===== config.mk =====
export PLATFORM = sky130hd
export DESIGN_NAME = pal_front
export DESIGN_NICKNAME = d
export VERILOG_FILES = /design/src/hdl/pal_pkg.sv /design/src/hdl/pal_front.sv
export SDC_FILE = /design/constraint.sdc
export NUM_CORES = 1
export LEC_CHECK = 0
export BUFFER_PORTS_ARGS = -buffer_cell sky130_fd_sc_hd__buf_2
export CAP_MARGIN = 25
export CELL_PAD_IN_SITES_DETAIL_PLACEMENT = 1
export CELL_PAD_IN_SITES_GLOBAL_PLACEMENT = 1
export CORE_MARGIN = 4
export CORE_UTILIZATION = 32
export CTS_BUF_LIST = sky130_fd_sc_hd__clkbuf_8
export DETAILED_ROUTE_END_ITERATION = 8
export PLACE_DENSITY_LB_ADDON = 0.15
export SETUP_SLACK_MARGIN = 0.02
export SYNTH_ARGS = -nofsm -noshare
export SYNTH_HDL_FRONTEND = slang
export SYNTH_SLANG_ARGS = --single-unit

===== constraint.sdc =====
create_clock -name clk_i -period 4.05 [get_ports clk_i]
set_input_delay 0.6075 -clock clk_i [delete_from_list [all_inputs] [get_ports clk_i]]
set_output_delay 0.6075 -clock clk_i [all_outputs]
set_load 0.02 [all_outputs]

===== src/hdl/pal_pkg.sv =====
// Shared types, sizes and helper functions of the positional array list.
package pal_pkg;

  // List capacity and stored entry width.
  localparam int CAPACITY = 128;
  localparam int VALUE_W  = 32;

  // Fixed widths of the command and result fields.
  localparam int POS_W   = 8;
  localparam int FIELD_W = 32;
  localparam int COUNT_W = 8;

  // Derived sizes: entry index, internal count and comparison width.
  localparam int IDX_W = $clog2(CAPACITY);
  localparam int CNT_W = $clog2(CAPACITY + 1);
  localparam int CMP_W = ((CNT_W > POS_W) ? CNT_W : POS_W) + 1;

  // Depth of the job queue between front and back.
  localparam int QDEPTH = 2;
  localparam int QPTR_W = $clog2(QDEPTH);

  typedef enum logic [1:0] {
    CMD_GET    = 2'd0,
    CMD_SET    = 2'd1,
    CMD_INSERT = 2'd2,
    CMD_REMOVE = 2'd3
  } pal_cmd_e;

  typedef enum logic [1:0] {
    ST_OK      = 2'd0,
    ST_BAD_POS = 2'd1,
    ST_FULL    = 2'd2,
    ST_EMPTY   = 2'd3
  } pal_status_e;

  // Memory work that the back end carries out for one command.
  typedef enum logic [2:0] {
    JOB_NONE,
    JOB_GET,
    JOB_SET,
    JOB_INS,
    JOB_REM
  } pal_job_e;

  typedef enum logic [1:0] {
    B_IDLE,
    B_READ,
    B_SHIFT
  } pal_back_state_e;

  typedef struct packed {
    pal_job_e           kind;
    logic [IDX_W-1:0]   idx;
    logic [IDX_W-1:0]   first;
    logic [IDX_W-1:0]   last;
    logic               shift_en;
    logic [VALUE_W-1:0] value;
    pal_status_e        status;
    logic [CNT_W-1:0]   count;
    logic               neg_one;
  } pal_job_t;

  typedef struct packed {
    pal_status_e        status;
    logic [FIELD_W-1:0] read_value;
    logic [COUNT_W-1:0] count;
    logic               is_empty;
    logic               is_full;
  } pal_result_t;

  // Sign-extend the input value and keep it at the stored width.
  function automatic logic [VALUE_W-1:0] widen(input logic signed [FIELD_W-1:0] v);
    logic [63:0] w;
    w = 64'(v);
    return w[VALUE_W-1:0];
  endfunction

  // The low field bits of a stored entry, zero-extended where narrower.
  function automatic logic [FIELD_W-1:0] to_field(input logic [VALUE_W-1:0] e);
    logic [63:0] w;
    w = 64'(e);
    return w[FIELD_W-1:0];
  endfunction

endpackage


===== src/hdl/pal_front.sv =====
// Front end: checks each command against the running count and issues a job.
module pal_front (
  input  logic                        clk_i,
  input  logic                        rst_ni,
  input  logic                        push_i,
  input  logic [1:0]                  cmd_i,
  input  logic [pal_pkg::POS_W-1:0]   pos_i,
  input  logic signed [pal_pkg::FIELD_W-1:0] value_i,
  input  logic                        q_full_i,
  output logic                        full_o,
  output logic                        q_push_o,
  output pal_pkg::pal_job_t           job_o
);

  logic [pal_pkg::CNT_W-1:0] count_q, count_d;
  logic [pal_pkg::CMP_W-1:0] pos_w, cnt_w;
  logic                      pos_ok, ins_ok;

  assign full_o   = q_full_i;
  assign q_push_o = push_i && !q_full_i;

  // Classify the command; the count here runs ahead of the back end.
  always_comb begin
    pos_w  = pal_pkg::CMP_W'(pos_i);
    cnt_w  = pal_pkg::CMP_W'(count_q);
    pos_ok = (pos_w != '0) && (pos_w <= cnt_w);
    ins_ok = (pos_w != '0) && (pos_w <= cnt_w + pal_pkg::CMP_W'(1));

    job_o          = '0;
    job_o.kind     = pal_pkg::JOB_NONE;
    job_o.idx      = pal_pkg::IDX_W'(pos_w - pal_pkg::CMP_W'(1));
    job_o.value    = pal_pkg::widen(value_i);
    job_o.status   = pal_pkg::ST_OK;
    job_o.count    = count_q;
    job_o.neg_one  = 1'b0;
    job_o.shift_en = 1'b0;

    unique case (pal_pkg::pal_cmd_e'(cmd_i))
      pal_pkg::CMD_GET: begin
        if (!pos_ok) begin
          job_o.status  = pal_pkg::ST_BAD_POS;
          job_o.neg_one = 1'b1;
        end else begin
          job_o.kind = pal_pkg::JOB_GET;
        end
      end
      pal_pkg::CMD_SET: begin
        if (!pos_ok) begin
          job_o.status = pal_pkg::ST_BAD_POS;
        end else begin
          job_o.kind = pal_pkg::JOB_SET;
        end
      end
      pal_pkg::CMD_INSERT: begin
        if (cnt_w >= pal_pkg::CMP_W'(pal_pkg::CAPACITY)) begin
          job_o.status = pal_pkg::ST_FULL;
        end else if (!ins_ok) begin
          job_o.status = pal_pkg::ST_BAD_POS;
        end else begin
          job_o.kind     = pal_pkg::JOB_INS;
          job_o.first    = pal_pkg::IDX_W'(cnt_w - pal_pkg::CMP_W'(1));
          job_o.last     = pal_pkg::IDX_W'(pos_w - pal_pkg::CMP_W'(1));
          job_o.shift_en = (cnt_w >= pos_w);
          job_o.count    = count_q + pal_pkg::CNT_W'(1);
        end
      end
      pal_pkg::CMD_REMOVE: begin
        if (count_q == '0) begin
          job_o.status = pal_pkg::ST_EMPTY;
        end else if (!pos_ok) begin
          job_o.status = pal_pkg::ST_BAD_POS;
        end else begin
          job_o.kind     = pal_pkg::JOB_REM;
          job_o.first    = pal_pkg::IDX_W'(pos_w);
          job_o.last     = pal_pkg::IDX_W'(cnt_w - pal_pkg::CMP_W'(1));
          job_o.shift_en = (cnt_w > pos_w);
          job_o.count    = count_q - pal_pkg::CNT_W'(1);
        end
      end
      default: begin
        job_o.status = pal_pkg::ST_OK;
      end
    endcase

    count_d = q_push_o ? job_o.count : count_q;
  end

  // Running entry count.
  always_ff @(posedge clk_i or negedge rst_ni) begin
    if (!rst_ni) begin
      count_q <= '0;
    end else begin
      count_q <= count_d;
    end
  end

endmodule


==> flow_summary.toml, run 1 <==
[timing]
finalHoldViolCount = 0
slew_violations = 0
tns_ns = 0
max_freq_mhz = 259
rsz0062_at_grt = "no"
min_period_ns = 3.87
period_share_pct = 95.5
skew_ns = 0.00142
slew_headroom_pct = 44.5
tightest_slew_ns = 0.832
setup_viol = 0

[hold_path]
min_path_type = "input pin to async pin"

[power_and_ir_drop]
power_leakage_nw = 1.15
p_clk_share_pct = 5.9
p_comb_share_pct = 83.7
seqPwrFrac_pct = 10.4
p_int_w = 0.000711
switching_share_pct = 56.0
finalPower_w = 0.00162
p_sw_w = 0.000905
peakVddDrop_uv = 313
p_per_area_nw_per_um2 = 664

[logic_synthesis]
syn_area_um2 = 2110
synth_edf_count = 0
synth_flop_cell = "dfrtp_1"
synth-async-reset-ratio_pct = 100
yosysTopAreaCellShare_pct = 13.0
synth_top_area_cell = "ha_1"
syn_nets = 355
yosys-top-cells-area = "ha_1 13%, buf_4 12%, dfrtp_1 9.5%"
seq_area_frac_synth_pct = 9.48
synthCells = 287
yosysWarningCount = 0
avgSynthCellArea_um2 = 7.35
synth.distinct_cells = 55
ys_seq_elements = 8

[clocking]
numCtsBuffers = 3
cts_hold_buf = 0
cts_root_buf = "clkbuf_8"
htreeDepth = 1
clk_path_buf_depth = 2
clk_pin_slew_ns = 0.04
cts_tree = "built"
insertion_delay_ns = 0.23
cts.sinks = 8

[floorplanning]
fp.dieW_um = 89.2
rows = 29
start_util_pct = 33.1
io_pins = 116
die_h_um = 89.2
dieArea_um2 = 7960
coreArea_um2 = 6390

[global_route]
grt_antenna_before_repair = 0
met2_usage_pct = 30.5
overflow = 0
grt.busiest_layer = "met2"
grt_pass1_wl_um = 11900
grt_pass1_vias = 2194
grt_max_degree = 18
grtUsageMet3_pct = 3.23
grt_use_total_pct = 19.5
grt_use_met1_pct = 28.1

[final_layout]
stdcell_count = 391
syn_to_final_growth_pct = 15.2
top_register = "count_q"
largest_reg_flops = 8
nFillCells = 814
final_common_cell = "buf_2"
drive_above_1_share_pct = 31.8
reg_top3 = "count_q (8)"
final_net_count = 384
final_cell_mix = "50 x buf_2, 22 x buf_4, 21 x ha_1, 18 x inv_1, 18 x nand2_1"
num_antenna_cells = 0

[setup_path]
critical_path_required_ns = 3.44
worstSetupPathType = "flop to output pin"
critPathMaxFanout = 6
worst_setup_path_end_kind = "output pin"
start_kind = "flop"
cp.arrival_ns = 3.26

[placement]
place_congestion = 0.887
hpwl_um = 6150
place.port_buffers = 51
post-place-cells = 383

[routing]
drtPass1Iterations = 4
route.final.wire_length_um = 7660
vias = 2234
drtAntennaViolNets = 0
via_per_inst = 5.71
drc_errors = 0
dr.first_iter.drc_count = 99
wire_per_inst_um = 19.6

[status]
status = "finished clean"

[flow_run]
maxCapViolations = 0
## kinds of logic (layout without fill, tap and decap cells)
kind of cell,Yosys count,in the layout,share of synthesized area (%)
DFF,8,8,9.48
xor gates and xnor gates,19,19,7.88
and+or+nand+nor,89,89,23.1
AOI/OAI and AO/OA,76,76,25.8
muxes,5,5,2.43
buffers and inverters,68,95,18.3
adders and majority gates,22,22,13.0
## final timing paths
kind | depth (start not counted) | slack (ns) | end | startpoint
worst max-delay path | 13 | 0.18 | job_o[1] | count_q[1]
worst min-delay path | 1 | 0.23 | count_q[5] | rst_ni
worst max register to register | 14 | 0.97 | count_q[0] | count_q[1]
worst min register to register | 2 | 0.76 | count_q[6] | count_q[6]
max in group asynchronous | 1 | 3.62 | count_q[0] | rst_ni
min in group clk_i | 2 | 0.76 | count_q[6] | count_q[6]
## metal layers
metal  part of all wire, %  routed length, µm
met1                    49               3730
met2                    46               3530
met3                   4.2                324
met4                  0.88                 67
met5                     0                  0
## per-stage QoR
step	setup slack [ns]	hold slack (ns)	instance area [µm²]	util, %
floorplan	0.313	0.312	2110	-
global placement	0.181	0.473	2270	35.6
detailed placement	0.107	0.468	2270	35.6
CTS	0.0245	0.226	2340	36.7
global route	0.00601	0.230	2430	38.1
finish	0.183	0.226	2430	38.1
## power groups by stage
stage	combinational [W]	sequential [W]	clock, W
after CTS	0.00129	0.000160	0.0000972
after detailed placement	0.00125	0.000162	0
after floorplan	0.000882	0.000150	0
after global routing	0.00148	0.000173	0.000105
after global placement	0.00125	0.000163	0
final	0.00135	0.000168	0.0000953
## cell type report
type                            instances  area, µm²  area share (%)
Multi-Input combinational cell        211       1600            65.8
Timing Repair Buffer                   72        415            17.1
Sequential cell                         8        203            8.33
Tap cell                               77       96.3            3.96
Inverter                               20       75.1            3.09
Clock buffer                            3       41.3            1.70
## timing repair
action                     4_1_cts  5_1_grt
buffers inserted                 1        4
resized for setup                5       11
pin swaps                        0        2
setup endpoints to repair        4       14
## critical path, cell delays in order, from the launching register on
cell	delay (ns)
dfrtp_2	0.41
and3_4	0.22
and3_4	0.20
nand3_1	0.11
xor2_1	0.18
ha_1	0.32
and3_1	0.19
or3b_1	0.39
o211ai_4	0.14
a31oi_2	0.09
nor2_1	0.14
ha_1	0.25
o221ai_2	0.21
buf_4	0.18
## synth_stat cells (all sizes together) (8+ instances only)
cell type	number
o21ai	19
xnor2	12
nand3	13
ha	22
clkbuf	8
nand2	19
o22ai	8
dfrtp	8
buf	40
nor2	15
nor3	8
inv	20
nand4	8
nand2b	8
No activity file was read; power rests on OpenSTA's default activity.
==> run 2, diff against run 1 <==
Settings changed: BUFFER_PORTS_ARGS -buffer_cell sky130_fd_sc_hd__buf_2 to -buffer_cell sky130_fd_sc_hd__buf_4.
==> run 2 against run 1 <==
Effect of this change:
- power rose by 5.3%
- clock power up 6%
- setup slack worse by 0.072 ns
- non-clock buffer count shrank 2
- critical endpoint is now job_o[4]
- largest cell class unchanged
- largest power group unchanged
==> flow_summary.toml, run 2 (synthesized netlist as in run 1, its figures left out) <==
[placement]
hpwl_um = 6070
place_congestion = 0.900
place.port_buffers = 51

[timing]
period_share_pct = 97.2
slew_headroom_pct = 36.2
whs_ns = 0.191
skew_ns = 0.00492
max_freq_mhz = 254
min_period_ns = 3.94
tightest_slew_ns = 0.956
finalHoldViolCount = 0
slew_violations = 0
setup_viol = 0

[setup_path]
path_buf_inv = 2
path_common_cell = "buf_4"
cp_top_family = "simple AND/OR/NAND/NOR gates"
worstSetupPathType = "flop to output pin"
path_cells = "ha_4 > and3_2 > nand3_2 > xor2_1 > ha_1 > and3_1 > or3b_1 > o211ai_4 > buf_4 > nand2_2 > o211a_1 > a211o_1 > buf_4"
critPathMaxStageDelay_ns = 0.44
cp.arrival_ns = 3.33
critical_path_required_ns = 3.44
critPathMaxFanout = 6
start_kind = "flop"
slowest_stage = "dfrtp_2"
worst_setup_path_end_kind = "output pin"

[power_and_ir_drop]
switching_share_pct = 54.7
peakVddDrop_uv = 310
seqPwrFrac_pct = 10.1
p_sw_w = 0.000931
p_comb_share_pct = 83.9
p_int_w = 0.000770
p_per_area_nw_per_um2 = 661
power_leakage_nw = 1.17
finalPower_w = 0.00170
p_clk_share_pct = 5.9

[floorplanning]
coreArea_um2 = 6390
rows = 29
io_pins = 116
die_h_um = 89.2
start_util_pct = 33.1
fp.dieW_um = 89.2
dieArea_um2 = 7960

[routing]
drtAntennaViolNets = 0
vias = 2189
route.final.wire_length_um = 7720
dr.first_iter.drc_count = 129
wire_per_inst_um = 19.8
drtPass1Iterations = 4
drc_errors = 0
via_per_inst = 5.63

[flow_run]
maxCapViolations = 0

[global_route]
grt_max_degree = 18
grt_pass1_wl_um = 12000
grt_use_total_pct = 19.5
overflow = 0
grt_antenna_before_repair = 0
grt_pass1_vias = 2185

[clocking]
cts_hold_buf = 0
clk_pin_slew_ns = 0.05
numCtsBuffers = 3
clk_path_buf_depth = 2
cts_tree = "built"
insertion_delay_ns = 0.24
cts_root_buf = "clkbuf_8"
htreeDepth = 1
cts.sinks = 8

[final_layout]
num_antenna_cells = 0
syn_to_final_growth_pct = 21.9
drive_above_1_share_pct = 31.1
register_area_um2 = 203
top_register = "count_q"
reg_top3 = "count_q (8)"
nFillCells = 797
multi_input_area_um2 = 1630
final_net_count = 382
final_common_cell = "buf_4"
largest_reg_flops = 8
final_cell_mix = "68 x buf_4, 21 x ha_1, 18 x inv_1, 18 x nand2_1, 15 x nor2_1"

[status]
status = "finished clean"

[hold_path]
min_path_type = "input pin to async pin"
## run 2: cell types whose count changed in the layout (fill, tap and decap cells not counted)
cell and change:
buf_4 +46, o32ai_2 -2, buf_6 +2, nand3_4 +1, o32ai_4 +2, a31oi_2 -1, nand3_2 -1, a31oi_1 +1
buf_2 -50
## run 2: worst paths after layout
| check | from | endpoint | slack, ns | depth (start not counted) |
|---|---|---|---|---|
| max | count_q[1] | job_o[4] | 0.11 | 13 |
| min | rst_ni | count_q[2] | 0.19 | 1 |
| max reg2reg | count_q[1] | count_q[3] | 0.98 | 12 |
| min reg2reg | count_q[2] | count_q[2] | 0.77 | 3 |
| max in group asynchronous | rst_ni | count_q[0] | 3.71 | 1 |
| min in group clk_i | count_q[2] | count_q[2] | 0.77 | 3 |
## run 2: final cells by class
class / count / share of cell area [%]
repair buffers: 70 / 20.7
multi-input cells: 211 / 63.2
well taps: 77 / 3.74
inverters: 20 / 2.92
flip-flops and latches: 8 / 7.88
clock buffers: 3 / 1.60
## run 2: stage by stage
step                      area [µm²]  std cells  util [%]  worst slack (ns)  TNS, ns
after CTS                       2450        386      38.4            0.0307        0
after global routing            2570        389      40.3           -0.0128  -0.0128
after detailed placement        2390        382      37.4             0.164        0
final                           2570        389      40.3             0.111        0
after global placement          2390        382      37.4             0.275        0
after floorplan                 2110        287         -             0.313        0
## run 2: power by group through the flow
stage	logic, W	clock network [W]	registers, W
final	0.00143	0.000101	0.000172
after CTS	0.00134	0.000103	0.000164
after detailed placement	0.00131	0	0.000166
after global routing	0.00156	0.000108	0.000178
after global placement	0.00130	0	0.000163
after floorplan	0.000882	0	0.000150
## run 2: what timing repair did
item,in CTS,in global routing
gates resized for setup,3,16
pin swaps,0,2
hold endpoints to repair,0,0
setup buffers,1,3
setup endpoints to repair,6,11
## run 2: layer usage
layer | global-route usage [%] | up-vias | routed length, µm
li1 | - | 1063 | -
met3 | 3.59 | 6 | 533
met4 | 1.89 | 0 | 42
met2 | 31.3 | 73 | 3680
met5 | 0 | - | 0
met1 | 28.2 | 1047 | 3460
