==> config.mk <==
export PLATFORM = sky130hd
export DESIGN_NAME = pal_queue
export DESIGN_NICKNAME = d
export VERILOG_FILES = /design/src/hdl/pal_pkg.sv /design/src/hdl/pal_queue.sv
export SDC_FILE = /design/constraint.sdc
export NUM_CORES = 1
export LEC_CHECK = 0
export ABC_AREA = 1
export BUFFER_PORTS_ARGS = -buffer_cell sky130_fd_sc_hd__buf_4
export CORE_MARGIN = 2
export CORE_UTILIZATION = 55
export DETAILED_ROUTE_END_ITERATION = 7
export GPL_TIMING_DRIVEN = 0
export PLACE_DENSITY = 0.83
export SKIP_CTS_REPAIR_TIMING = 1
export SYNTH_ARGS = -nofsm -noshare
export SYNTH_HDL_FRONTEND = slang
export SYNTH_SLANG_ARGS = --single-unit
==> constraint.sdc <==
create_clock -name clk_i -period 5.8 [get_ports clk_i]
set_clock_uncertainty 0.1 [all_clocks]
set_input_delay 0.58 -clock clk_i [delete_from_list [all_inputs] [get_ports clk_i]]
set_output_delay 0.58 -clock clk_i [all_outputs]
set_load 0.03 [all_outputs]
==> src/hdl/pal_pkg.sv <==
// Shared types, sizes and helper functions of the positional array list.
package pal_pkg;

  // List capacity and stored entry width.
  localparam int CAPACITY = 128;
  localparam int VALUE_W  = 32;

  // Fixed widths of the command and result fields.
  localparam int POS_W   = 8;
  localparam int FIELD_W = 32;
  localparam int COUNT_W = 8;

  // Derived sizes: entry index, internal count and comparison width.
  localparam int IDX_W = $clog2(CAPACITY);
  localparam int CNT_W = $clog2(CAPACITY + 1);
  localparam int CMP_W = ((CNT_W > POS_W) ? CNT_W : POS_W) + 1;

  // Depth of the job queue between front and back.
  localparam int QDEPTH = 2;
  localparam int QPTR_W = $clog2(QDEPTH);

  typedef enum logic [1:0] {
    CMD_GET    = 2'd0,
    CMD_SET    = 2'd1,
    CMD_INSERT = 2'd2,
    CMD_REMOVE = 2'd3
  } pal_cmd_e;

  typedef enum logic [1:0] {
    ST_OK      = 2'd0,
    ST_BAD_POS = 2'd1,
    ST_FULL    = 2'd2,
    ST_EMPTY   = 2'd3
  } pal_status_e;

  // Memory work that the back end carries out for one command.
  typedef enum logic [2:0] {
    JOB_NONE,
    JOB_GET,
    JOB_SET,
    JOB_INS,
    JOB_REM
  } pal_job_e;

  typedef enum logic [1:0] {
    B_IDLE,
    B_READ,
    B_SHIFT
  } pal_back_state_e;

  typedef struct packed {
    pal_job_e           kind;
    logic [IDX_W-1:0]   idx;
    logic [IDX_W-1:0]   first;
    logic [IDX_W-1:0]   last;
    logic               shift_en;
    logic [VALUE_W-1:0] value;
    pal_status_e        status;
    logic [CNT_W-1:0]   count;
    logic               neg_one;
  } pal_job_t;

  typedef struct packed {
    pal_status_e        status;
    logic [FIELD_W-1:0] read_value;
    logic [COUNT_W-1:0] count;
    logic               is_empty;
    logic               is_full;
  } pal_result_t;

  // Sign-extend the input value and keep it at the stored width.
  function automatic logic [VALUE_W-1:0] widen(input logic signed [FIELD_W-1:0] v);
    logic [63:0] w;
    w = 64'(v);
    return w[VALUE_W-1:0];
  endfunction

  // The low field bits of a stored entry, zero-extended where narrower.
  function automatic logic [FIELD_W-1:0] to_field(input logic [VALUE_W-1:0] e);
    logic [63:0] w;
    w = 64'(e);
    return w[FIELD_W-1:0];
  endfunction

endpackage

==> src/hdl/pal_queue.sv <==
// Short job queue that decouples the front end from the back end.
module pal_queue (
  input  logic              clk_i,
  input  logic              rst_ni,
  input  logic              push_i,
  input  pal_pkg::pal_job_t job_i,
  output logic              full_o,
  input  logic              pop_i,
  output logic              valid_o,
  output pal_pkg::pal_job_t job_o
);

  pal_pkg::pal_job_t         slot_q [pal_pkg::QDEPTH];
  logic [pal_pkg::QPTR_W-1:0] wptr_q, wptr_d, rptr_q, rptr_d;
  logic [pal_pkg::QPTR_W:0]   fill_q, fill_d;
  logic                       do_push, do_pop;

  assign full_o  = (fill_q == (pal_pkg::QPTR_W+1)'(pal_pkg::QDEPTH));
  assign valid_o = (fill_q != '0);
  assign job_o   = slot_q[rptr_q];
  assign do_push = push_i && !full_o;
  assign do_pop  = pop_i && valid_o;

  // Pointer and fill updates, wrapping at the queue depth.
  always_comb begin
    wptr_d = wptr_q;
    rptr_d = rptr_q;
    fill_d = fill_q;
    if (do_push) begin
      wptr_d = (wptr_q == pal_pkg::QPTR_W'(pal_pkg::QDEPTH - 1)) ? '0 :
               wptr_q + pal_pkg::QPTR_W'(1);
    end
    if (do_pop) begin
      rptr_d = (rptr_q == pal_pkg::QPTR_W'(pal_pkg::QDEPTH - 1)) ? '0 :
               rptr_q + pal_pkg::QPTR_W'(1);
    end
    if (do_push && !do_pop) begin
      fill_d = fill_q + (pal_pkg::QPTR_W+1)'(1);
    end else if (do_pop && !do_push) begin
      fill_d = fill_q - (pal_pkg::QPTR_W+1)'(1);
    end
  end

  always_ff @(posedge clk_i or negedge rst_ni) begin
    if (!rst_ni) begin
      wptr_q <= '0;
      rptr_q <= '0;
      fill_q <= '0;
    end else begin
      wptr_q <= wptr_d;
      rptr_q <= rptr_d;
      fill_q <= fill_d;
    end
  end

  // Job storage.
  always_ff @(posedge clk_i) begin
    if (do_push) begin
      slot_q[wptr_q] <= job_i;
    end
  end

endmodule

==> results of run 1 <==
==> registers in the layout (all words and copies together) (netlist names) <==
signal / count
slot_q: 136
fill_q: 2
rptr_q: 1
wptr_q: 1
==> logic make-up after synthesis <==
| logic type | after synthesis | share of synthesized area [%] |
|---|---|---|
| simple gates | 221 | 16.1 |
| flops | 140 | 80.8 |
| buf+inv | 23 | 2.54 |
| compound gates | 1 | 0.0966 |
| xor+xnor | 1 | 0.169 |
| fa+ha+maj | 1 | 0.242 |
==> through the flow <==
| step | util (%) | cells | instance area [µm²] | worst slack (ns) |
|---|---|---|---|---|
| finish | 76.4 | 674 | 7030 | 3.40 |
| global placement | 69.3 | 639 | 6370 | 0.191 |
| floorplan | - | 387 | 5180 | 1.68 |
| global route | 76.4 | 674 | 7030 | 3.29 |
| detailed placement | 69.9 | 641 | 6430 | 3.65 |
| CTS | 76.3 | 673 | 7020 | 3.37 |
==> how the worst max path moves through the flow <==
| stage | startpoint | end | slack [ns] | depth (start not counted) |
|---|---|---|---|---|
| 3_3_place_gp | push_i | slot_q[1][0]$_DFFE_PP_ | 0.19 | 3 |
| 4_1_cts | rptr_q$_DFFE_PN0P_ | job_o[37] | 3.37 | 7 |
| 2_1_floorplan | push_i | slot_q[1][0]$_DFFE_PP_ | 1.68 | 2 |
| 5_1_grt | rptr_q$_DFFE_PN0P_ | job_o[36] | 3.29 | 7 |
| 3_5_place_dp | push_i | slot_q[0][0]$_DFFE_PP_ | 3.65 | 5 |
| 6_report | rptr_q$_DFFE_PN0P_ | job_o[37] | 3.40 | 7 |
==> area by class of cell <==
cell class | count | share of cell area, %
Multi-Input combinational cell | 224 | 12.4
Timing Repair Buffer | 144 | 15.9
Clock buffer | 19 | 6.00
Buffer | 15 | 1.41
Tap cell | 111 | 1.98
Sequential cell | 140 | 59.5
Inverter | 8 | 0.498
Clock inverter | 13 | 2.35
==> metal layers <==
| metal | global-route usage [%] | vias to the layer above | wire length, µm |
|---|---|---|---|
| li1 | - | 1627 | - |
| met1 | 22.9 | 1529 | 4000 |
| met2 | 38.1 | 150 | 5570 |
| met3 | 8.25 | 10 | 857 |
| met4 | 6.34 | 0 | 132 |
| met5 | 0 | - | 0 |
==> cell usage after synthesis (all sizes together) <==
cell type	n	area [µm²]
nand2	215	807
edfxtp	136	4080
buf	15	98.8
inv	8	32.5
dfrtp	4	100
nor2	3	11.3
nand3	2	10.0
ha	1	12.5
nand4	1	6.26
o21ai	1	5.00
xnor2	1	8.76
==> report_power, final <==
| group | internal (mW) | switching, mW |
|---|---|---|
| combinational | 0.539 | 1.12 |
| sequential | 1.38 | 0.0576 |
| clock | 0.658 | 0.400 |
| total | 2.58 | 1.58 |
==> worst reg2reg max path, cell delays in order, from the launching register on <==
cell     delay, ns
dfrtp_1       0.38
inv_1         0.12
nor2_1        0.07
nor2_1        0.15
nand2_1       0.12
inv_4         0.63
==> flow_summary.toml, run 1 <==
[sta]
grt_setup_unrepaired = "no"
setup_tns_ns = 0
hold_viol = 0
hold_ws_ns = 0.156
setup-violations-final = 0
fmax_mhz = 416
worst_pin_slew_ns = 0.878
period_share_pct = 41.4
slew_headroom_pct = 41.4
finalCriticalPeriod_ns = 2.40
slew_viol_final = 0

[setup_path]
rr_startpoint = "fill_q[1]$_DFFE_PN0P_"
cp_max_fo = 10
r2r-end = "slot_q[0][48]$_DFFE_PP_"
critical_path.top_delay_family = "buffers and inverters"
max_stage_delay_ns = 0.35
crit_required_ns = 5.12
end_kind = "output pin"
crit_buf_inv = 5
r2r_setup_slack_ns = 3.80
start_kind = "register"
cp.arrival_ns = 1.72
crit_path_cell_trace = "buf_4 > inv_4 > buf_6 > buf_6 > nand2_1 > nand2_1 > buf_4"
reg2reg_depth = 5
critical_path_class = "reg -> out"
crit_slowest_cell = "dfrtp_1"

[route]
drc_errors = 0
drt-pass1-iter-count = 4
drt-initial-drc-count = 174
wirelength_um = 10600
detail-route-antenna-nets = 0
vias_per_cell = 4.92
wl_per_cell_um = 15.7
num_vias = 3316

[hold_path]
hold_class = "in -> reg"
hold-path-endpoint = "slot_q[0][19]$_DFFE_PP_"
min_delay_path_depth = 1
hold_path.startpoint = "job_i[19]"

[global_route]
grt_pass1_wl_um = 15800
grt_pass1_vias = 3286
gr-total-overflow = 0
grt_max_degree = 69
antenna_found_initial = 0
grt_usage_pct = 21.1

[place]
port_buffers = 141
hpwl_um = 6780
gp_congestion = 0.726

[job]
cap_violations = 0

[pwr]
p_per_area_nw_per_um2 = 592
fin_total_pwr_mw = 4.16
peakVddDrop_v = 0.000324
p_leak_nw = 3.06

[final_layout]
num-fill-cells = 566
mostFrequentLayoutCell = "nand2_1"
nets = 623
drive_gt1_share_pct = 33.7
multi_input_area_um2 = 868
diodes = 0
regArea_um2 = 4180
syn2layout_area_growth_pct = 35.8
final_cell_mix = "215 x nand2_1, 143 x buf_4, 136 x edfxtp_1"

[yosys]
netlist_area_um2 = 5180
synthDistinctLibCells = 14
syn_inst = 387
avgSynthCellArea_um2 = 13.4
ys_seq_area_share_pct = 80.8
ys_ff_latch = 140
syn_nets = 460
yosys_warnings = 0

[floorplan]
dieArea_um2 = 10200
ios = 142
start_util_pct = 56.3
die_h_um = 101
die_w_um = 101
core-area_um2 = 9200
rows = 35

[outcome]
status = "finished clean"

[clock_network]
insertion_delay_ns = 0.50
numClockSinks = 140
path_clk_slew_ns = 0.06
cts_made_buffers = 17
clockBufferDepth = 2
root_buffer = "clkbuf_8"
cts_tree = "built"
htree_num_levels = 4
Note: power is estimated with default switching activity, not from simulation.
==> run 2: changes to the inputs <==
- CORE_UTILIZATION: 55 -> 47
- PLACE_DENSITY: 0.83 -> 0.76
- clock period: 5.8 -> 2 ns (I/O delays scaled with it)
==> run 2 against run 1 <==
Global-route usage decreased by 3.6 points. Design area rose by 12%. Register-to-register slack lost 3.5 ns. Sequential share of layout area shrank 6.3 points.
==> flow_summary.toml, run 2 (synthesized netlist as in run 1, its figures left out) <==
[place]
placed_area_um2 = 6490
port_buffers = 141
place_ws_ns = -0.0669
gp_congestion = 0.716
hpwl_um = 6960

[final_layout]
largest_reg_flops = 136
mostFrequentLayoutCell = "nand2_1"
largest-register = "slot_q"
nets = 697
syn2layout_area_growth_pct = 51.7
final_area_um2 = 7850
top_regs = "slot_q x136, fill_q x2"
drive_gt1_share_pct = 30.9
final_cell_mix = "214 x nand2_1, 148 x buf_4, 136 x edfxtp_1"
diodes = 0

[job]
cap_violations = 0

[sta]
slew_viol_final = 0
slew_headroom_pct = 72.9
fin_ws_ns = 0.0356
fmax_mhz = 509
period_share_pct = 98.2
worst_pin_slew_ns = 0.403
setup-violations-final = 0
finalCriticalPeriod_ns = 1.96
hold_viol = 0
grt_setup_unrepaired = "yes"

[clock_network]
path_clk_slew_ns = 0.06
root_buffer = "clkbuf_8"
insertion_delay_ns = 0.50
cts_made_buffers = 17
cts_tree = "built"
htree_num_levels = 4
clockBufferDepth = 2
numClockSinks = 140

[global_route]
antenna_found_initial = 0
grt_pass1_wl_um = 15200
use_met1_pct = 20.8
met3_usage_pct = 5.32
grt_pass1_vias = 3207
top_usage_layer = "met2"
gr-total-overflow = 0
grt_max_degree = 42
grt_usage_pct = 17.5
grt_use_met2_pct = 29.8

[pwr]
p_per_area_nw_per_um2 = 1580
p_leak_nw = 3.37
peakVddDrop_v = 0.000841

[floorplan]
core-area_um2 = 10800
dieArea_um2 = 11900
start_util_pct = 48.0
ios = 142
rows = 38
die_h_um = 109
die_w_um = 109

[setup_path]
cp.arrival_ns = 1.66
crit_required_ns = 1.70
cp_max_fo = 10
start_kind = "register"
critical_path_class = "reg -> out"
end_kind = "output pin"

[route]
vias_per_cell = 4.69
wirelength_um = 11900
num_vias = 3642
drt-initial-drc-count = 171
drt-pass1-iter-count = 4
detail-route-antenna-nets = 0
wl_per_cell_um = 15.3
drc_errors = 0

[outcome]
status = "finished clean"

[hold_path]
hold_class = "in -> reg"
[run 2: cell count changes in the layout (fill, tap and decap cells not counted), sizes merged]
cell         change
buf              +1
bufinv           +1
clkinv           +1
clkinvlp         +3
dlygate4sd3     +70
inv              -2
[run 2: path summary, 6_finish.rpt]
check / startpoint / to / slack, ns / cells after the start
setup / recovery: rptr_q$_DFFE_PN0P_ / job_o[3] / 0.04 / 6
hold / removal: push_i / wptr_q$_DFFE_PN0N_ / 0.02 / 4
setup reg to reg: fill_q[1]$_DFFE_PN0P_ / slot_q[0][31]$_DFFE_PP_ / 0.34 / 6
hold reg to reg: wptr_q$_DFFE_PN0N_ / wptr_q$_DFFE_PN0N_ / 0.40 / 2
max in group asynchronous: rst_ni / fill_q[1]$_DFFE_PN0P_ / 1.14 / 3
min in group asynchronous: rst_ni / rptr_q$_DFFE_PN0P_ / 0.49 / 3
[run 2: report_power, final]
group	switching [mW]	total [mW]	internal (mW)
logic	3.32	5.05	1.72
clock network	1.16	3.18	2.02
registers	0.180	4.18	4.00
[run 2: per-layer routing]
metal / vias to the layer above / share of wire [%]
li1: 1774 / -
met1: 1721 / 38
met2: 138 / 55
met3: 9 / 5.9
met4: 0 / 0.68
met5: - / 0
[run 2: worst max-delay path, stage by stage (launching register included)]
cell,delay [ns]
dfrtp_1,0.37
buf_4,0.18
inv_4,0.09
buf_4,0.19
nand2_1,0.08
nand2_1,0.09
buf_4,0.16
[run 2: area by class of cell]
cell class                      count  area (µm²)
Timing Repair inverter              1        7.51
Fill cell                         691        2940
Inverter                            8        36.3
Tap cell                          140         175
Timing Repair Buffer              219        1860
Sequential cell                   140        4180
Multi-Input combinational cell    224         881
Clock inverter                     15         196
Buffer                             13        96.3
Clock buffer                       17         414
[run 2: metrics by stage]
| stage | total power [mW] | TNS, ns | cells | util [%] | hold WS, ns |
|---|---|---|---|---|---|
| 2_1_floorplan | 7.22 | -31.83 | 387 | - | -0.196 |
| 3_5_place_dp | 9.10 | -2.60 | 671 | 60.2 | -0.101 |
| 4_1_cts | 12.3 | -4.52 | 703 | 65.8 | -0.647 |
| 5_1_grt | 13.0 | -1.13 | 777 | 72.8 | 0.0347 |
| 3_3_place_gp | 8.97 | -101.48 | 668 | 59.6 | -0.101 |
| 6_report | 12.4 | 0 | 777 | 72.8 | 0.0219 |
==> run 3: changes to the inputs <==
- ABC_AREA: 1 -> unset
==> run 3 against run 2 <==
Sequential power hardly changed. Global-route usage is 2.6 points lower. The run now ends with setup timing left. Total power is 3.0% lower. Setup slack worse by 0.065 ns. Synthesized cell count is 40% lower.
==> flow_summary.toml, run 3 <==
[yosys]
synth_ff_type = "edfxtp_1"
synth_edf_count = 136
async_reset_ff_share_pct = 2.86
synth-simple-area-share_pct = 0.656
synth_top_family_by_area = "multiplexers"
syn_inst = 231
synth_fa_ha_area_share_pct = 0.243
synth_mux_area_share_pct = 15.6
yosys.area.top_type_share_pct = 79.3
synthTopCellsByCount = "136 x edfxtp_1, 58 x mux2_2, 10 x mux2_4"
netlist_area_um2 = 5150
synth_top_cells_by_area = "edfxtp_1 79%, mux2_2 13%, mux2_4 2.9%"
synth_compound_area_share_pct = 0
post-synth-top-area-cell = "edfxtp_1"
syn_nets = 304
yosys_warnings = 0
ys_ff_latch = 140
yosysMostFrequentCell = "edfxtp_1"
avgSynthCellArea_um2 = 22.3
ys_seq_area_share_pct = 81.3
post_synth_xor_area_fraction_pct = 0.851
synthDistinctLibCells = 16

[floorplan]
ios = 142
core-area_um2 = 10700
start_util_pct = 47.9
dieArea_um2 = 11800
die_w_um = 109
rows = 38
die_h_um = 109

[final_layout]
utilization_pct = 73.7
final_cell_mix = "136 x edfxtp_1, 129 x buf_4, 72 x dlygate4sd3_1"
nets = 543
final_area_um2 = 7920
syn2layout_area_growth_pct = 53.8
drive_gt1_share_pct = 53.0
largest-register = "slot_q"
diodes = 0
largest_reg_flops = 136
top_regs = "slot_q x136, fill_q x2"
mostFrequentLayoutCell = "edfxtp_1"

[clock_network]
insertion_delay_ns = 0.50
root_buffer = "clkbuf_8"
cts_tree = "built"
htree_num_levels = 4
numClockSinks = 140
path_clk_slew_ns = 0.06
clockBufferDepth = 2
cts_made_buffers = 17

[sta]
slew_headroom_pct = 67.3
grt_setup_unrepaired = "yes"
finalCriticalPeriod_ns = 2.03
hold_ws_ns = 0.321
setup-violations-final = 16
fmax_mhz = 493
fin_ws_ns = -0.0290
period_share_pct = 101
setup_tns_ns = -0.213
slew_viol_final = 0
worst_pin_slew_ns = 0.490
hold_viol = 0

[setup_path]
start_kind = "register"
crit_path_cell_trace = "buf_6 > buf_12 > clkbuf_16 > mux2_4 > buf_6"
cp.arrival_ns = 1.73
crit_buf_inv = 4
crit_slowest_cell = "dfrtp_1"
crit_top_cell = "buf_6"
end_kind = "output pin"
max_stage_delay_ns = 0.37
critical_path_class = "reg -> out"
critical_path.top_delay_family = "buffers and inverters"
crit_required_ns = 1.70
cp_max_fo = 6

[outcome]
status = "complete, but fails checks"
violations = "setup timing"

[global_route]
top_usage_layer = "met2"
grt_pass1_vias = 2760
use_met1_pct = 16.9
grt_max_degree = 37
grt_pass1_wl_um = 13000
grt_usage_pct = 15.0
antenna_found_initial = 0
gr-total-overflow = 0
grt_use_met2_pct = 25.5
met3_usage_pct = 5.86

[place]
port_buffers = 141
gp_congestion = 0.688
hpwl_um = 5830
placed_area_um2 = 6470

[job]
cap_violations = 0

[pwr]
p_per_area_nw_per_um2 = 1520
peakVddDrop_v = 0.00102
fin_total_pwr_mw = 12.0
p_leak_nw = 3.07

[route]
vias_per_cell = 4.68
drc_errors = 0
detail-route-antenna-nets = 0
num_vias = 2917
wl_per_cell_um = 16.3
drt-initial-drc-count = 76
drt-pass1-iter-count = 4
wirelength_um = 10100

[hold_path]
hold_class = "in -> reg"
-- run 3: cell count changes after synthesis, moves of 5 or more --
cell	change
buf_2	-5
inv_1	-5
mux2_4	+10
nand2_1	-213
mux2_2	+58
-- run 3: area by class of cell --
| cell class | instances | area, µm² |
|---|---|---|
| buffer | 8 | 88.8 |
| clock buffer | 18 | 418 |
| clock inverter | 14 | 153 |
| fill | 636 | 2830 |
| inverter | 2 | 7.51 |
| multi-input combinational | 81 | 921 |
| sequential | 140 | 4180 |
| tap | 140 | 175 |
| timing repair buffer | 220 | 1970 |
-- run 3: through the flow --
step           worst slack, ns  instances
2_1_floorplan           -0.128        231
3_3_place_gp            -0.696        512
3_5_place_dp             0.172        515
4_1_cts                 -0.147        547
5_1_grt                 -0.104        623
6_report               -0.0290        623
-- run 3: cells by family after synthesis --
| kind of cell | Yosys count |
|---|---|
| adder cells (fa/ha/maj) | 1 |
| buffers and inverters | 10 |
| XOR/XNOR | 5 |
| flip-flops | 140 |
| AND/OR/NAND/NOR | 7 |
| multiplexers | 68 |
-- run 3: where the power goes --
part	switching, mW	internal, mW
Clock	1.10	1.88
Combinational	2.66	2.21
Sequential	0.172	4.01
-- run 3: worst paths after layout --
path                                             from                      end  slack [ns]  depth (start not counted)
max in group asynchronous                      rst_ni       rptr_q$_DFFE_PN0P_        1.11                          3
worst max register to register  fill_q[0]$_DFFE_PN0P_  slot_q[1][24]$_DFFE_PP_        0.19                          3
worst max-delay path               rptr_q$_DFFE_PN0P_                job_o[27]       -0.03                          5
worst min-delay path                        job_i[53]  slot_q[0][53]$_DFFE_PP_        0.32                          2
min in group asynchronous                      rst_ni    fill_q[0]$_DFFE_PN0P_        0.51                          3
worst min register to register  fill_q[0]$_DFFE_PN0P_    fill_q[0]$_DFFE_PN0P_        0.44                          1
-- run 3: metal layers --
metal  vias up  share of wire [%]
li1       1386                  -
met1      1436                 40
met2        88                 55
met3         7                4.9
met4         0               0.65
met5         -                  0
